===== src/rtl/jfs_pkg.sv =====
// Shared types and constants of the five-point stencil unit.
// Used by the stream interfaces, the output queue, the lane datapath and the top level.
// Depends on nothing.
package jfs_pkg;

	localparam int FIELD_LANES = 8;
	localparam int WORD_W = 32;

	localparam int ROW_VEC_W = 9;
	localparam int ROW_CNT_W = 16;

	localparam int APB_ADDR_W = 3;
	localparam int APB_DATA_W = 32;
	localparam int REG_SEL_BIT = 2;

	localparam logic REG_ROW_VECTORS = 1'b0;
	localparam logic REG_ROW_COUNT = 1'b1;

	localparam logic [ROW_VEC_W-1:0] ROW_VECTORS_RST = 9'd64;
	localparam logic [ROW_CNT_W-1:0] ROW_COUNT_RST = 16'd64;

	// Depth of the result queue; a power of two so the pointers wrap naturally.
	localparam int OUT_DEPTH = 8;

	typedef logic signed [WORD_W-1:0] word_t;

	typedef struct packed {
		word_t [FIELD_LANES-1:0] lanes;
		logic last_of_run;
		logic end_of_grid;
	} res_word_t;

	typedef struct packed {
		logic valid;
		res_word_t word;
	} push_t;

endpackage


===== src/rtl/jfs_stream_if.sv =====


interface jfs_out_if;
	import jfs_pkg::*;

	logic valid;
	logic ready;
	word_t lane0_result;
	word_t lane1_result;
	word_t lane2_result;
	word_t lane3_result;
	word_t lane4_result;
	word_t lane5_result;
	word_t lane6_result;
	word_t lane7_result;
	logic last_of_run;
	logic end_of_grid;

	modport source (
		output valid, lane0_result, lane1_result, lane2_result, lane3_result,
		lane4_result, lane5_result, lane6_result, lane7_result,
		last_of_run, end_of_grid,
		input ready
	);

	modport sink (
		input valid, lane0_result, lane1_result, lane2_result, lane3_result,
		lane4_result, lane5_result, lane6_result, lane7_result,
		last_of_run, end_of_grid,
		output ready
	);
endinterface


===== src/rtl/jfs_out_fifo.sv =====
// Result queue of the stencil unit: register slots, one push and one pop per cycle.
// Drives the output stream; depends on jfs_pkg and jfs_out_if.
module jfs_out_fifo (
	input logic            clk,
	input logic            arst_n,
	input jfs_pkg::push_t  push,
	jfs_out_if.source      dst
);
	import jfs_pkg::*;

	localparam int PTR_W = $clog2(OUT_DEPTH);
	localparam int CNT_W = $clog2(OUT_DEPTH + 1);

	res_word_t         slots_q [OUT_DEPTH];
	logic [PTR_W-1:0]  wr_ptr_q;
	logic [PTR_W-1:0]  rd_ptr_q;
	logic [CNT_W-1:0]  count_q;
	logic              pop;
	res_word_t         head;

	assign pop = dst.valid && dst.ready;

	always_ff @(posedge clk) begin
		if (push.valid) begin
			slots_q[wr_ptr_q] <= push.word;
		end
	end

	always_ff @(posedge clk or negedge arst_n) begin
		if (!arst_n) begin
			wr_ptr_q <= '0;
			rd_ptr_q <= '0;
			count_q <= '0;
		end else begin
			if (push.valid) begin
				wr_ptr_q <= wr_ptr_q + PTR_W'(1);
			end
			if (pop) begin
				rd_ptr_q <= rd_ptr_q + PTR_W'(1);
			end
			count_q <= count_q + CNT_W'(push.valid) - CNT_W'(pop);
		end
	end

	assign head = slots_q[rd_ptr_q];

	assign dst.valid = (count_q != '0);
	assign dst.lane0_result = head.lanes[0];
	assign dst.lane1_result = head.lanes[1];
	assign dst.lane2_result = head.lanes[2];
	assign dst.lane3_result = head.lanes[3];
	assign dst.lane4_result = head.lanes[4];
	assign dst.lane5_result = head.lanes[5];
	assign dst.lane6_result = head.lanes[6];
	assign dst.lane7_result = head.lanes[7];
	assign dst.last_of_run = head.last_of_run;
	assign dst.end_of_grid = head.end_of_grid;
endmodule

===== src/flat_wrapper.sv =====
// flat-port wrapper written by rule: the top's interface ports become plain ports
module jfs_out_fifo_flat import jfs_pkg::*;
  (clk, arst_n, push, dst_valid, dst_lane0_result, dst_lane1_result, dst_lane2_result, dst_lane3_result, dst_lane4_result, dst_lane5_result, dst_lane6_result, dst_lane7_result, dst_last_of_run, dst_end_of_grid, dst_ready);
  jfs_out_if dst_i ();
  input logic clk;
  input logic arst_n;
  input jfs_pkg::push_t push;
  output wire logic [$bits(dst_i.valid)-1:0] dst_valid;
  output wire logic [$bits(dst_i.lane0_result)-1:0] dst_lane0_result;
  output wire logic [$bits(dst_i.lane1_result)-1:0] dst_lane1_result;
  output wire logic [$bits(dst_i.lane2_result)-1:0] dst_lane2_result;
  output wire logic [$bits(dst_i.lane3_result)-1:0] dst_lane3_result;
  output wire logic [$bits(dst_i.lane4_result)-1:0] dst_lane4_result;
  output wire logic [$bits(dst_i.lane5_result)-1:0] dst_lane5_result;
  output wire logic [$bits(dst_i.lane6_result)-1:0] dst_lane6_result;
  output wire logic [$bits(dst_i.lane7_result)-1:0] dst_lane7_result;
  output wire logic [$bits(dst_i.last_of_run)-1:0] dst_last_of_run;
  output wire logic [$bits(dst_i.end_of_grid)-1:0] dst_end_of_grid;
  input wire logic [$bits(dst_i.ready)-1:0] dst_ready;
  assign dst_valid = dst_i.valid;
  assign dst_lane0_result = dst_i.lane0_result;
  assign dst_lane1_result = dst_i.lane1_result;
  assign dst_lane2_result = dst_i.lane2_result;
  assign dst_lane3_result = dst_i.lane3_result;
  assign dst_lane4_result = dst_i.lane4_result;
  assign dst_lane5_result = dst_i.lane5_result;
  assign dst_lane6_result = dst_i.lane6_result;
  assign dst_lane7_result = dst_i.lane7_result;
  assign dst_last_of_run = dst_i.last_of_run;
  assign dst_end_of_grid = dst_i.end_of_grid;
  assign dst_i.ready = dst_ready;
  jfs_out_fifo u_core (.clk(clk), .arst_n(arst_n), .push(push), .dst(dst_i));
endmodule

===== config.mk =====
export PLATFORM = sky130hd
export DESIGN_NAME = jfs_out_fifo_flat
export DESIGN_NICKNAME = d
export VERILOG_FILES = /design/src/rtl/jfs_pkg.sv /design/src/rtl/jfs_stream_if.sv /design/src/rtl/jfs_out_fifo.sv /design/src/flat_wrapper.sv
export SDC_FILE = /design/constraint.sdc
export NUM_CORES = 2
export LEC_CHECK = 0
export ABC_CLOCK_PERIOD_IN_PS = 41100
export BUFFER_PORTS_ARGS = -buffer_cell sky130_fd_sc_hd__clkbuf_2
export CORE_AREA = 10 10 266 523
export CTS_BUF_LIST = sky130_fd_sc_hd__clkbuf_2 sky130_fd_sc_hd__clkbuf_4 sky130_fd_sc_hd__clkbuf_8
export CTS_CLUSTER_SIZE = 40
export DETAILED_ROUTE_END_ITERATION = 12
export DIE_AREA = 0 0 276 533
export PLACE_DENSITY = 0.79
export SLEW_MARGIN = 20
export SYNTH_ARGS = -nofsm -noshare
export SYNTH_HDL_FRONTEND = slang
export SYNTH_SLANG_ARGS = --single-unit

===== constraint.sdc =====
create_clock -name clk -period 41.1 [get_ports clk]
set_input_delay 10.275 -clock clk [delete_from_list [all_inputs] [get_ports clk]]
set_output_delay 10.275 -clock clk [all_outputs]
set_load 0.01 [all_outputs]

# [After elaboration in Yosys (flattened, before gate mapping)]
# Memories as Yosys holds them, arrays and structs flattened.
# Cells that the tools add are included.
[totals] regBits=10 latchBits=0 mem_bits_rw=2064 romBits=0 output_inout_bits=259 memories=1
[classes] n_addsub=4 multipliers=0 div=0 magnitude_cmp=0 n_eq_ne=0 shifts=0 muxes=2 bitwise=0 n_reduce_logical=2
[memory_table] memory="u_core.slots_q" words=8 word_bits=258 rd=1 rd_clocked_by_memory_dff=0 write_ports=1 line="jfs_out_fifo.sv:14" rtl="res_word_t slots_q [OUT_DEPTH];"
[op_table] operator="3-bit by 1-bit adder with 3-bit output, second input constant" count=2
[op_table] operator="4-bit by 1-bit adder with 4-bit output" count=1
[op_table] operator="4-bit nonzero test" count=1
[op_table] operator="4-bit by 1-bit subtractor with 4-bit output" count=1
[op_table] operator="1-bit 2-to-1 mux" count=2
[op_table] operator="1-bit logical AND" count=1

# [Logic depth before layout (Yosys ltp)]
[depth] word_depth=3 mapped_depth=11 ltp_nobuf=11

# [Least setup slack after synthesis]
# No wires, ideal clock.
[synth_timing] path_kind="in2reg" from="input push[258] (netlist bit)" to="memory u_core.slots_q[0][0] (netlist bit), enable pin" arrival_ns=27.720 required_ns=39.907 setup_slack_ns=12.187 cell_stages=2 n_path_buf=0 cell_sequence="nand2b_1 nor3_1"
[synth_via] elab_chain_cells=2
[synth_lines] element="start, declared" line="flat_wrapper.sv:7" rtl="input jfs_pkg::push_t push;"
[synth_lines] element="1-bit 2-to-1 mux" line="jfs_out_fifo.sv:24" rtl="if (push.valid) begin"
[synth_lines] element="1-bit 2-to-1 mux (not written as such)" line="jfs_out_fifo.sv:25" rtl="slots_q[wr_ptr_q] <= push.word;"
[synth_lines] element="end, declared" line="jfs_out_fifo.sv:14"
# Every way passes these cells.

# [Worst setup path after layout]
[layout_timing] from="register u_core.rd_ptr_q[0]" to="output dst_lane4_result[27]"
[layout_via] elab_chain_cells=1
[layout_lines] element="start, declared" line="jfs_out_fifo.sv:16" rtl="logic [PTR_W-1:0] rd_ptr_q;"
[layout_lines] element="start signal, assigned" line="jfs_out_fifo.sv:39" rtl="rd_ptr_q <= rd_ptr_q + PTR_W'(1);"
[layout_lines] element="memory 8 x 258 bit"
[layout_lines] element="end, declared" line="flat_wrapper.sv:13" rtl="output wire logic [$bits(dst_i.lane4_result)-1:0] dst_lane4_result;"
# Every way passes these cells.

==> results.json <==
{
  "post_cts_buffers": 0,
  "cp_cell_sequence": "buf_4 -> buf_4 -> buf_4 -> mux4_2 -> mux2_2 -> clkbuf_2",
  "overflow": 0,
  "fmax_mhz": 63.9,
  "path_delay_family": "buffers and inverters",
  "final_util": 0.668,
  "drive_gt1_frac": 0.448,
  "slowest_stage": "dfrtp_4",
  "grt_setup_unrepaired": "no",
  "hold_viol_final": 0,
  "avgViaCountPerCell": 6.11,
  "cts.clk_slew.worst_paths_ns": 0.06,
  "synth_area_leaders": "edfxtp_1, mux4_2, mux2_2",
  "p_sw_frac": 0.300,
  "crit_type": "register to primary output",
  "synthArstFlopShare": 0.00482,
  "die_h_um": 533,
  "grt_pass1_vias": 36800,
  "synth_top_area_share": 0.797,
  "grt_usage": 0.214,
  "tritoncts": "done",
  "drtIter0Drc": 3062,
  "yosys_most_used_dff": "edfxtp_1",
  "power.internal_mw": 4.26,
  "cts_hold_buf": 0,
  "synth_fp_nets": 3307,
  "vias": 34600,
  "layoutNonFillerInstCount": 5655,
  "period_share": 0.381,
  "synth_cell_types": 21,
  "setup_viol": 0,
  "critPathRequiredTime_ns": 30.83,
  "max_slew_margin": 0.302,
  "initial_core_util": 0.595,
  "clkSinkCount": 2074,
  "switchingPower_mw": 1.82,
  "combPwrFrac": 0.314,
  "drc": 0,
  "p_per_area_nw_per_um2": 69.6,
  "synth.avg_cell_area_um2": 25.6,
  "maxSlewViolCount": 0,
  "dieArea_um2": 147000,
  "yosys.cell_count.top_type": "edfxtp_1",
  "antenna_found_initial": 45,
  "grt_pass1_wl_um": 238000,
  "place_inst": 5179,
  "worst_ir_drop_vdd_mv": 0.0920,
  "ios": 521,
  "synth.cell_area_um2": 77800,
  "clock_latency_ns": 0.88,
  "ys_ff_latch": 2074,
  "rows": 188,
  "startpoint_type": "register",
  "outcome": "complete, no violations",
  "synth_edf_count": 2064,
  "wl_per_cell_um": 27.7,
  "grt_max_degree": 128,
  "postSynthCellCount": 3037,
  "fin_nets": 4009,
  "fin_tns_setup_ns": 0,
  "fin_skew_ns": 0.0584,
  "die_w_um": 276,
  "crit_buf_inv": 4,
  "cp_data_arrival_time_ns": 5.38,
  "cts.path.max_buffers": 4,
  "crit_path_max_fanout": 47,
  "synth_warnings": 0,
  "area_delta_synth_final_pct": 12.3,
  "critPathCaptureType": "primary output",
  "path_common_cell": "buf_4",
  "coreArea_um2": 131000,
  "htree_num_levels": 5,
  "ant_nets": 0,
  "pwr-share-clk": 0.234,
  "slowest_delay_ns": 0.99,
  "nFillCells": 7908,
  "hold_path.class": "register to register",
  "ys_top_cells_by_count": "edfxtp_1, mux4_2, mux2_2",
  "min_period_ns": 15.65,
  "netlist.top_cell.by_area": "edfxtp_1",
  "first_pass_iters": 7,
  "gp_congestion": 0.750,
  "place_hpwl_um": 91000,
  "p_seq_frac": 0.453,
  "worstMarginPinSlew_ns": 1.05,
  "regToRegSetupSlack_ns": 36.96,
  "seq_area_frac_synth": 0.800,
  "leakage_nw": 28.4,
  "cts_root_buf": "clkbuf_8",
  "io_buffer_count": 520,
  "holdWs_ns": 0.582,
  "drv_cap": 0,
  "cts_made_buffers": 268,
  "cts_resized": 0,
  "wl_um": 157000
}
-- worst register-to-register path, stage by stage (launching register included) --
cell and delay, ns:
dfrtp_1 0.48, nand2_1 0.18, nor2_4 0.60, buf_4 0.79
buf_4 0.71, buf_4 0.86
-- power groups by stage --
stage                     registers [mW]  logic [mW]  clock network (mW)
after global placement              2.78        1.93                   0
final                               2.75        1.91                1.42
after global routing                2.78        2.05                1.54
after detailed placement            2.80        1.95                   0
after CTS                           2.76        1.96                1.45
after floorplan                     2.88        1.31                   0
-- cell families after synthesis --
| family | after synthesis | share of synthesized area |
|---|---|---|
| multiplexers | 776 | 0.187 |
| AND/OR/NAND/NOR | 17 | 0.00103 |
| flip-flops | 2074 | 0.800 |
| buffers and inverters | 154 | 0.00999 |
| adder cells (fa/ha/maj) | 8 | 0.00138 |
| XOR/XNOR | 6 | 0.000675 |
| AO/OA/AOI/OAI | 2 | 0.000161 |
-- sequential cells by signal, indices dropped and copies added (netlist names) --
signal and count:
u_core.wr_ptr_q 3, u_core.rd_ptr_q 3, u_core.slots_q 2064, u_core.count_q 4
-- path summary, 6_finish.rpt --
kind	startpoint	to	cells past startpoint
max	u_core.rd_ptr_q[0]$_DFFE_PN0P_	dst_lane4_result[27]	6
min in group asynchronous	arst_n	u_core.rd_ptr_q[2]$_DFFE_PN0P_	1
min reg2reg	u_core.wr_ptr_q[1]$_DFFE_PN0P_	u_core.wr_ptr_q[1]$_DFFE_PN0P_	1
min	u_core.wr_ptr_q[1]$_DFFE_PN0P_	u_core.wr_ptr_q[1]$_DFFE_PN0P_	1
max reg2reg	u_core.wr_ptr_q[0]$_DFFE_PN0P_	u_core.slots_q[7][134]$_DFFE_PP_	5
max in group asynchronous	arst_n	u_core.rd_ptr_q[0]$_DFFE_PN0P_	1
-- through the flow --
step | area (um2) | setup WS (ns) | power, mW
2_1_floorplan | 77800 | 12.19 | 4.20
3_3_place_gp | 82400 | 26.11 | 4.71
3_5_place_dp | 82400 | 26.08 | 4.75
4_1_cts | 87400 | 25.06 | 6.17
5_1_grt | 87400 | 24.86 | 6.36
6_report | 87400 | 25.45 | 6.08
-- layout by cell type (no fill, tap or decap), types with 3 or more instances in the layout --
master         n
xnor2_1        4
ha_1           7
inv_1          9
clkbuf_4      71
inv_6          4
clkinvlp_4    11
edfxtp_1    2064
nand2_1        4
nand2b_1       3
clkinv_2      27
nor2_4         6
mux2_2       260
bufinv_16      4
clkbuf_2     520
mux4_2       516
buf_12         6
clkbuf_8     276
clkinv_1      64
diode_2       15
dfrtp_1        7
buf_4         51
dfrtp_4        3
-- routing by layer --
metal	GRT usage	vias to the layer above	part of all wire
met2	0.351	1431	0.51
met1	0.276	18200	0.37
met4	0.0589	66	0.022
met5	0	-	0.0028
met3	0.0671	311	0.090
li1	-	14500	-
-- layout make-up --
class	count	area (um2)	area share
sequential	2074	62200	0.712
multi-input combinational	809	14900	0.170
clock buffer	347	4330	0.0496
timing repair buffer	577	3110	0.0355
tap	1710	2140	0.0245
clock inverter	114	668	0.00764
antenna	15	37.5	0.000429
inverter	9	33.8	0.000386
No activity file was read; power rests on OpenSTA's default activity.
