$ cat src/rtl/jfs_pkg.sv
// Shared types and constants of the five-point stencil unit.
// Used by the stream interfaces, the output queue, the lane datapath and the top level.
// Depends on nothing.
package jfs_pkg;

	localparam int FIELD_LANES = 8;
	localparam int WORD_W = 32;

	localparam int ROW_VEC_W = 9;
	localparam int ROW_CNT_W = 16;

	localparam int APB_ADDR_W = 3;
	localparam int APB_DATA_W = 32;
	localparam int REG_SEL_BIT = 2;

	localparam logic REG_ROW_VECTORS = 1'b0;
	localparam logic REG_ROW_COUNT = 1'b1;

	localparam logic [ROW_VEC_W-1:0] ROW_VECTORS_RST = 9'd64;
	localparam logic [ROW_CNT_W-1:0] ROW_COUNT_RST = 16'd64;

	// Depth of the result queue; a power of two so the pointers wrap naturally.
	localparam int OUT_DEPTH = 8;

	typedef logic signed [WORD_W-1:0] word_t;

	typedef struct packed {
		word_t [FIELD_LANES-1:0] lanes;
		logic last_of_run;
		logic end_of_grid;
	} res_word_t;

	typedef struct packed {
		logic valid;
		res_word_t word;
	} push_t;

endpackage

$ cat src/rtl/jfs_lane_math.sv
// One lane of the stencil arithmetic: 4*centre + four neighbors, rounded /8, saturated.
// Two register stages; result valid in the third pipeline stage. Depends on jfs_pkg.
module jfs_lane_math (
	input  logic           clk,
	input  jfs_pkg::word_t centre,
	input  jfs_pkg::word_t up_nb,
	input  jfs_pkg::word_t down_nb,
	input  jfs_pkg::word_t left_nb,
	input  jfs_pkg::word_t right_nb,
	output jfs_pkg::word_t result_s3
);
	import jfs_pkg::*;

	localparam int PAIR_W = WORD_W + 1;
	localparam int SUM_W = WORD_W + 4;
	localparam int QUO_W = SUM_W - 3;

	logic signed [PAIR_W-1:0] vert_sum;
	logic signed [PAIR_W-1:0] horz_sum;
	logic signed [PAIR_W-1:0] vert_s2;
	logic signed [PAIR_W-1:0] horz_s2;
	word_t                    centre_s2;
	logic signed [SUM_W-1:0]  total;
	logic signed [SUM_W-1:0]  total_s3;
	logic signed [QUO_W-1:0]  quot;

	assign vert_sum = PAIR_W'(up_nb) + PAIR_W'(down_nb);
	assign horz_sum = PAIR_W'(left_nb) + PAIR_W'(right_nb);

	always_ff @(posedge clk) begin
		vert_s2 <= vert_sum;
		horz_s2 <= horz_sum;
		centre_s2 <= centre;
	end

	// The +4 bias makes the floor shift round to nearest, ties upward.
	assign total = (SUM_W'(centre_s2) <<< 2) + SUM_W'(vert_s2) + SUM_W'(horz_s2)
		+ SUM_W'(signed'(4));

	always_ff @(posedge clk) begin
		total_s3 <= total;
	end

	assign quot = total_s3[SUM_W-1:3];

	always_comb begin
		if (quot[QUO_W-1] == quot[WORD_W-1]) begin
			result_s3 = quot[WORD_W-1:0];
		end else if (quot[QUO_W-1]) begin
			result_s3 = {1'b1, {(WORD_W-1){1'b0}}};
		end else begin
			result_s3 = {1'b0, {(WORD_W-1){1'b1}}};
		end
	end
endmodule

$ cat config.mk
export PLATFORM = sky130hd
export DESIGN_NAME = jfs_lane_math
export DESIGN_NICKNAME = d
export VERILOG_FILES = /design/src/rtl/jfs_pkg.sv /design/src/rtl/jfs_lane_math.sv
export SDC_FILE = /design/constraint.sdc
export NUM_CORES = 1
export LEC_CHECK = 0
export ABC_AREA = 1
export BUFFER_PORTS_ARGS = -buffer_cell sky130_fd_sc_hd__buf_2
export CAP_MARGIN = 20
export CORE_MARGIN = 2
export CORE_UTILIZATION = 49
export DETAILED_ROUTE_END_ITERATION = 10
export PLACE_DENSITY_LB_ADDON = 0.05
export SLEW_MARGIN = 20
export SYNTH_ARGS = -nofsm -noshare
export SYNTH_HDL_FRONTEND = slang
export SYNTH_SLANG_ARGS = --single-unit
$ cat constraint.sdc
create_clock -name clk -period 3.42 [get_ports clk]
set_input_delay 0.171 -clock clk [delete_from_list [all_inputs] [get_ports clk]]
set_output_delay 0.171 -clock clk [all_outputs]
set_load 0.01 [all_outputs]
### Yosys cells after proc, flatten, opt, wreduce, memory -nomap -nowiden

Index checks and enable logic that the tools add are counted.

| operators by class | value |
|---|---|
| $add $sub $neg | 5 |
| equality and inequality tests | 1 |
| muxes and demuxes | 2 |

Operators with widths:

| operator | number |
|---|---|
| $add A32 B32 Y33 | 2 |
| $mux W32 | 2 |
| $add A35 B33 Y36 | 1 |
| $add A36 B4 Y36 const B | 1 |
| $add A34 B33 Y35 | 1 |
| $eq A1 B1 Y1 | 1 |

| word-level totals | value |
|---|---|
| bits in registers | 134 |
| bits of input ports | 161 |
| word-level logic and storage cells | 12 |

### Longest topological paths before layout

Gate-level depths: netlist (run 1).

| logic depth | value |
|---|---|
| word-level depth | 3 |
| depth in mapped cells | 19 |
| gate-level depth less buffers | 19 |

### Least setup slack after synthesis (run 1)

No wires, ideal clock.

| path | value |
|---|---|
| path kind | register to register |
| start | register vert_s2[2] |
| end | register total_s3[32] |
| setup time | 0.112 ns |
| arrival time | 2.523 ns |
| data required time | 3.308 ns |
| path slack | 0.785 ns |
| stages on the path, launching flop included | 19 |
| buffers on the path | 0 |
| cell sequence | dfxtp_1 inv_1 ha_1 fa_1 inv_1 nand2_1 nor2_1 inv_1 fa_1 inv_1 nand3_1 nand2_1 nand3_1 nand2_1 nand2_1 nand2_1 nand2_1 nand3_1 nand2_1 |

| between the ends | value |
|---|---|
| cells in the longest elaborated chain, start to end | 3 |

Ends and longest elaborated chain:

| item | RTL line | RTL |
|---|---|---|
| start: declaration | jfs_lane_math.sv:20 | `logic signed [PAIR_W-1:0] vert_s2;` |
| start signal: assignment | jfs_lane_math.sv:31 | `vert_s2 <= vert_sum;` |
| $add A34 B33 Y35 | jfs_lane_math.sv:37 | `assign total = (SUM_W'(centre_s2) <<< 2) + SUM_W'(vert_s2) + SUM_W'(horz_s2)` |
| $add A35 B33 Y36 | jfs_lane_math.sv:37 |  |
| $add A36 B4 Y36 | jfs_lane_math.sv:38 | `+ SUM_W'(signed'(4));` |
| named net total[32] | jfs_lane_math.sv:23 | `logic signed [SUM_W-1:0] total;` |
| end signal: assignment | jfs_lane_math.sv:41 | `total_s3 <= total;` |
| end: declaration | jfs_lane_math.sv:24 | `logic signed [SUM_W-1:0] total_s3;` |

The timed path passes the listed nets, and every way through them passes these cells.

### Final worst setup path (run 1)

| path | value |
|---|---|
| start | register vert_s2[2] |
| end | register total_s3[24] |

Same word-level chain as after synthesis.

==> impl_metrics.toml, run 1 <==
[cts]
cts-root-buf = "clkbuf_16"
cts_buffer_depth = 2
cts_tree = "built"
htree_levels = 4
cts.sinks = 131
path_clk_slew_ns = 0.06
cts_buffers = 17
cts_setup_buffers = 0
insertion_delay_ns = 0.43

[power_and_ir_drop]
power_density_nw_per_um2 = 738
total_leakage_power_uw = 0.00814
ir_drop_mv = 0.508

[timing]
drv_slew = 0
setup_viol = 0
fin_tns_setup_ns = 0
fin_crit_ns = 3.00
hold_ws_ns = 0.157
hold_viol = 0
fin_ws_ns = 0.417
worst_pin_slew_ns = 0.527
slew_headroom = 0.646
fmax_mhz = 333
fin_skew_ns = 0.0146
rsz0062_at_grt = "false"
period_share = 0.878

[synthesis]
synth_seq_area_share = 0.232
syn_area_um2 = 11300
synth.most_common_cell = "nand2_1"
synthCells = 1787
yosys-top-cells-area = "dfxtp_1 23%, nand2_1 18%, ha_1 15%, inv_1 13%, fa_1 6.2%"
avgSynthCellArea_um2 = 6.32
synth_common_cells = "553 x nand2_1, 399 x inv_1, 167 x nor2_1"
ys_ff_latch = 131
ys_types = 22
synthArstFlopShare = 0
yosysTopAreaCellShare = 0.232
ys_warn_count = 0
synth_area_leader_cell = "dfxtp_1"
synth_flop_cell = "dfxtp_1"
synth_nets = 2115
synth_edf_count = 0

[grt]
grt_pass1_wl_mm = 52.2
grt_busiest_layer = "met2"
grt_max_degree = 33
met2_usage = 0.473
antenna_found_initial = 1
grt-ovfl-total = 0
grt_use_met1 = 0.365
track_usage = 0.273
use_met3 = 0.0258
first_global_vias = 10700

[finish]
area_growth_pct = 20.1
fillers = 2255
drive_above_1_share = 0.124
stdcell_count = 2326
fin_nets = 2356
finalInstanceArea_um2 = 13600
diodes = 0

[worst_setup_path]
worst_ep_required_time_ns = 3.74
worst_setup_path_end_kind = "flip-flop"
path_class = "reg -> reg"
cp-start-kind = "flip-flop"
worst_ep_arrival_time_ns = 3.32
path_max_fanout = 4

[placement]
port_buffers = 192
dp.cells = 2258
place_congestion = 0.944
place_ws_ns = 0.463
place_area_um2 = 12600
dp_hpwl_mm = 27.5

[detailed_routing]
wirelength_mm = 32.1
vias_per_cell = 4.81
drc_errors = 0
firstDrtPassIters = 6
vias = 11200
drtIter0Drc = 578
ant_nets = 0
routedWlPerCell_um = 13.8

[floorplanning]
core_area_um2 = 22600
die_width_um = 156
rows = 55
die_height_um = 156
start_util = 0.499
io-pin-count = 193
fp.dieArea_um2 = 24300

[min_path]
hold_path_class = "in -> reg"

[outcome]
status = "finished, final reports clean"

[run]
drv_cap = 0
metal layers:
layer | vias to the layer above | share of wire
met1 | 4942 | 0.48
met2 | 276 | 0.46
met3 | 33 | 0.040
li1 | 5947 | -
met5 | - | 0
met4 | 0 | 0.018
sequential cells by signal, indices dropped and copies added (netlist names):
| register | count |
|---|---|
| total_s3 | 33 |
| vert_s2 | 33 |
| centre_s2 | 32 |
| horz_s2 | 33 |
cell families (layout without fill, tap and decap cells):
kind of cell               after synthesis  in the layout  share of synthesized area
AOI/OAI and AO/OA                      188            188                     0.0876
xor gates and xnor gates                46             46                     0.0357
adders and majority gates              167            167                      0.208
buffers and inverters                  406            660                      0.135
DFF                                    131            131                      0.232
and+or+nand+nor                        849            849                      0.301
what timing repair did:
action,4_1_cts,5_1_grt
gates resized for setup,0,0
endpoints found under the hold margin,34,0
hold buffers,36,0
final timing paths:
check / slack [ns] / startpoint / depth (start not counted) / endpoint
max: 0.42 / vert_s2[2] / 18 / total_s3[24]
max reg2reg: 0.42 / vert_s2[2] / 18 / total_s3[24]
min reg2reg: 0.73 / horz_s2[0] / 5 / total_s3[5]
min: 0.16 / down_nb[1] / 4 / vert_s2[1]
area by class of cell:
| type | count | area (µm²) | area share |
|---|---|---|---|
| clock buffers | 17 | 425 | 0.0314 |
| clock inverters | 15 | 183 | 0.0135 |
| inverters | 399 | 1500 | 0.110 |
| multi-input cells | 1250 | 7150 | 0.527 |
| flip-flops and latches | 131 | 2620 | 0.193 |
| well taps | 285 | 357 | 0.0263 |
| repair buffers | 229 | 1330 | 0.0980 |
power breakdown:
group / internal, µW / switching (µW)
clock: 1050 / 812
combinational: 2180 / 3860
sequential: 1960 / 131
through the flow:
stage,utilization,total power (µW)
after global routing,0.599,11000
final,0.599,10000
after floorplan,-,6330
after global placement,0.556,8020
after CTS,0.599,10000
after detailed placement,0.556,8070
critical path, cell delays in order (launching register included):
cell     delay, ns
dfxtp_1       0.31
inv_1         0.04
ha_1          0.30
fa_1          0.48
inv_1         0.07
nand2_1       0.04
nor2_1        0.17
inv_1         0.09
fa_1          0.42
inv_1         0.10
nand3_1       0.07
nand2_1       0.15
nand3_1       0.08
nand2_1       0.14
nand2_1       0.07
nand2_1       0.13
nand2_1       0.09
nand3_1       0.07
nand2_1       0.05
placed cells by master, fill, tap and decap left out, types with 3 or more instances in the layout:
cell type,instances
clkbuf_16,17
nand2_1,553
nor2_1,167
ha_1,132
nand3_1,56
inv_6,3
nor3_1,31
nand2_2,22
a21o_1,5
xnor2_1,4
inv_1,399
o21bai_1,9
inv_8,7
buf_2,192
a21oi_1,108
nand4_1,17
dlygate4sd3_1,36
xor2_1,42
o21ai_0,62
fa_1,35
dfxtp_1,131
No activity file was read; power rests on OpenSTA's default activity.
==> inputs of run 2 (changes only) <==
CELL_PAD_IN_SITES_DETAIL_PLACEMENT = 1   (was default)
CELL_PAD_IN_SITES_GLOBAL_PLACEMENT = 2   (was default)
CORE_UTILIZATION = 31   (was 49)
PLACE_DENSITY = 0.83   (was default)
PLACE_DENSITY_LB_ADDON = default   (was 0.05)
==> run 2 against run 1 <==
  * Die area is 56% higher
  * Wire length is 22% higher
  * Clock power is 3% lower
  * Register-to-register slack worse by 0.04 ns
  * Fmax is 1.3% lower
  * Critical path type unchanged
==> impl_metrics.toml, run 2 (same netlist as run 1, synthesis figures left out) <==
[timing]
fmax_mhz = 329
slew_headroom = 0.642
hold_viol = 0
setup_viol = 0
worst_pin_slew_ns = 0.535
drv_slew = 0
fin_tns_setup_ns = 0
rsz0062_at_grt = "false"
fin_skew_ns = 0.0147
fin_crit_ns = 3.04
period_share = 0.889

[power_and_ir_drop]
seqPwrFrac = 0.207
power_density_nw_per_um2 = 739
switching_power_uw = 4980
p_int_uw = 5170
swShare = 0.491
combPwrFrac = 0.615
total_leakage_power_uw = 0.00811
ir_drop_mv = 0.458
power.clock.fraction = 0.178

[grt]
grt-ovfl-total = 0
grt_max_degree = 33
first_global_vias = 11900
grt_pass1_wl_mm = 62.6
antenna_found_initial = 5
track_usage = 0.211

[finish]
layout_common_cells = "553 x nand2_1, 399 x inv_1, 192 x buf_2"
layout_commonest_cell = "nand2_1"
reg.largest.list = "horz_s2: 33 flops, total_s3: 33 flops, vert_s2: 33 flops"
drive_above_1_share = 0.123
fin_nets = 2356
area_growth_pct = 21.7
finalInstanceArea_um2 = 13700

[cts]
cts_setup_buffers = 0
cts-root-buf = "clkbuf_16"
cts_tree = "built"
insertion_delay_ns = 0.44
htree_levels = 4
cts_buffer_depth = 2
path_clk_slew_ns = 0.06
cts_buffers = 17
cts.sinks = 131

[detailed_routing]
drtIter0Drc = 347
vias = 11300
firstDrtPassIters = 4
vias_per_cell = 4.50
routedWlPerCell_um = 15.6
wirelength_mm = 39.0
ant_nets = 0
drc_errors = 0

[worst_setup_path]
rrSetupSlack_ns = 0.38
reg2regPathDepth = 18
cp.buffers_inverters = 4
crit_path_top_delay_cell = "fa_1"
path_cells = "inv_1, ha_1, fa_1, inv_1, nand2_1, nor2_1, inv_1, fa_1, inv_1, nand3_1, nand2_1, nand3_1, nand2_1, nand2_1, nand2_1, nand2_1, nand3_1, nand2_1"
path_max_fanout = 4
worstReg2RegStart = "vert_s2[2]"
critPathTopFamily = "adder cells"
timing.rr.end = "total_s3[32]"
cpMostUsedCell = "nand2_1"
worst_setup_path_end_kind = "flip-flop"
cp.depth = 18
worst_ep_required_time_ns = 3.74
path_class = "reg -> reg"
critPathMaxStageDelay_ns = 0.48
cp-start-kind = "flip-flop"
worst_ep_arrival_time_ns = 3.36

[min_path]
hp-start = "down_nb[1]"
whs_path_depth = 4
hold-path-endpoint = "vert_s2[1]"
hold_path_class = "in -> reg"

[placement]
port_buffers = 192
place_area_um2 = 12800
place_congestion = 0.880
dp_hpwl_mm = 34.0

[floorplanning]
start_util = 0.316
core_area_um2 = 35700
io-pin-count = 193
die_width_um = 195
die_height_um = 195
rows = 69
fp.dieArea_um2 = 38000

[outcome]
status = "finished, final reports clean"

[run]
drv_cap = 0
[run 2: cell count changes in the layout (fill, tap and decap cells not counted), sizes merged]
cell      before  now
clkbuf        17   18
clkinvlp       2    4
diode          0    1
inv          409  406
[run 2: power by group through the flow]
stage               clock [µW]  sequential [µW]  combinational [µW]
detailed placement           0             2140                6220
global route              1900             2150                7180
floorplan                    0             2070                4260
CTS                       1850             2110                6320
global placement             0             2130                6140
finish                    1800             2100                6250
[run 2: metrics by stage]
step	power (µW)	setup WS [ns]	instances	hold WS [ns]	util
after floorplan	6330	0.785	1787	0.199	-
final	10200	0.379	2503	0.140	0.385
after CTS	10300	0.381	2502	0.125	0.385
after detailed placement	8360	0.432	2434	0.275	0.359
after global routing	11200	0.0743	2503	0.149	0.385
after global placement	8270	0.535	2434	0.275	0.359
[run 2: worst reg2reg max path, delay by kind of cell (launching register included)]
family | cells | cell delay (ns)
and+or+nand+nor | 11 | 1.15
buffers and inverters | 4 | 0.30
DFF | 1 | 0.31
adders and majority gates | 3 | 1.19
[run 2: routing by layer]
metal	vias to the layer above	GRT usage	routed length (µm)
li1	5931	-	-
met1	5132	0.285	19300
met2	175	0.361	17700
met3	32	0.0220	1290
met4	0	0.0464	620
met5	-	0	0
[run 2: timing repair]
action                                  CTS  global route
gates resized for setup                   0             0
hold endpoints to repair                 34             0
endpoints found under the setup margin    0             0
hold buffers                             36             0
[run 2: worst max path at each step]
| stage | from | end | slack, ns |
|---|---|---|---|
| 3_5_place_dp | vert_s2[2] | total_s3[32] | 0.43 |
| 2_1_floorplan | vert_s2[2] | total_s3[32] | 0.78 |
| 4_1_cts | vert_s2[2] | total_s3[32] | 0.38 |
| 3_3_place_gp | vert_s2[2] | total_s3[26] | 0.54 |
| 6_report | vert_s2[2] | total_s3[32] | 0.38 |
| 5_1_grt | vert_s2[2] | total_s3[26] | 0.07 |
[run 2: area by class of cell]
class	instances	area (µm²)
Fill cell	4744	22000
Multi-Input combinational cell	1250	7150
Sequential cell	131	2620
Inverter	399	1500
Timing Repair Buffer	229	1330
Tap cell	461	577
Clock buffer	18	429
Clock inverter	14	141
Antenna cell	1	2.50
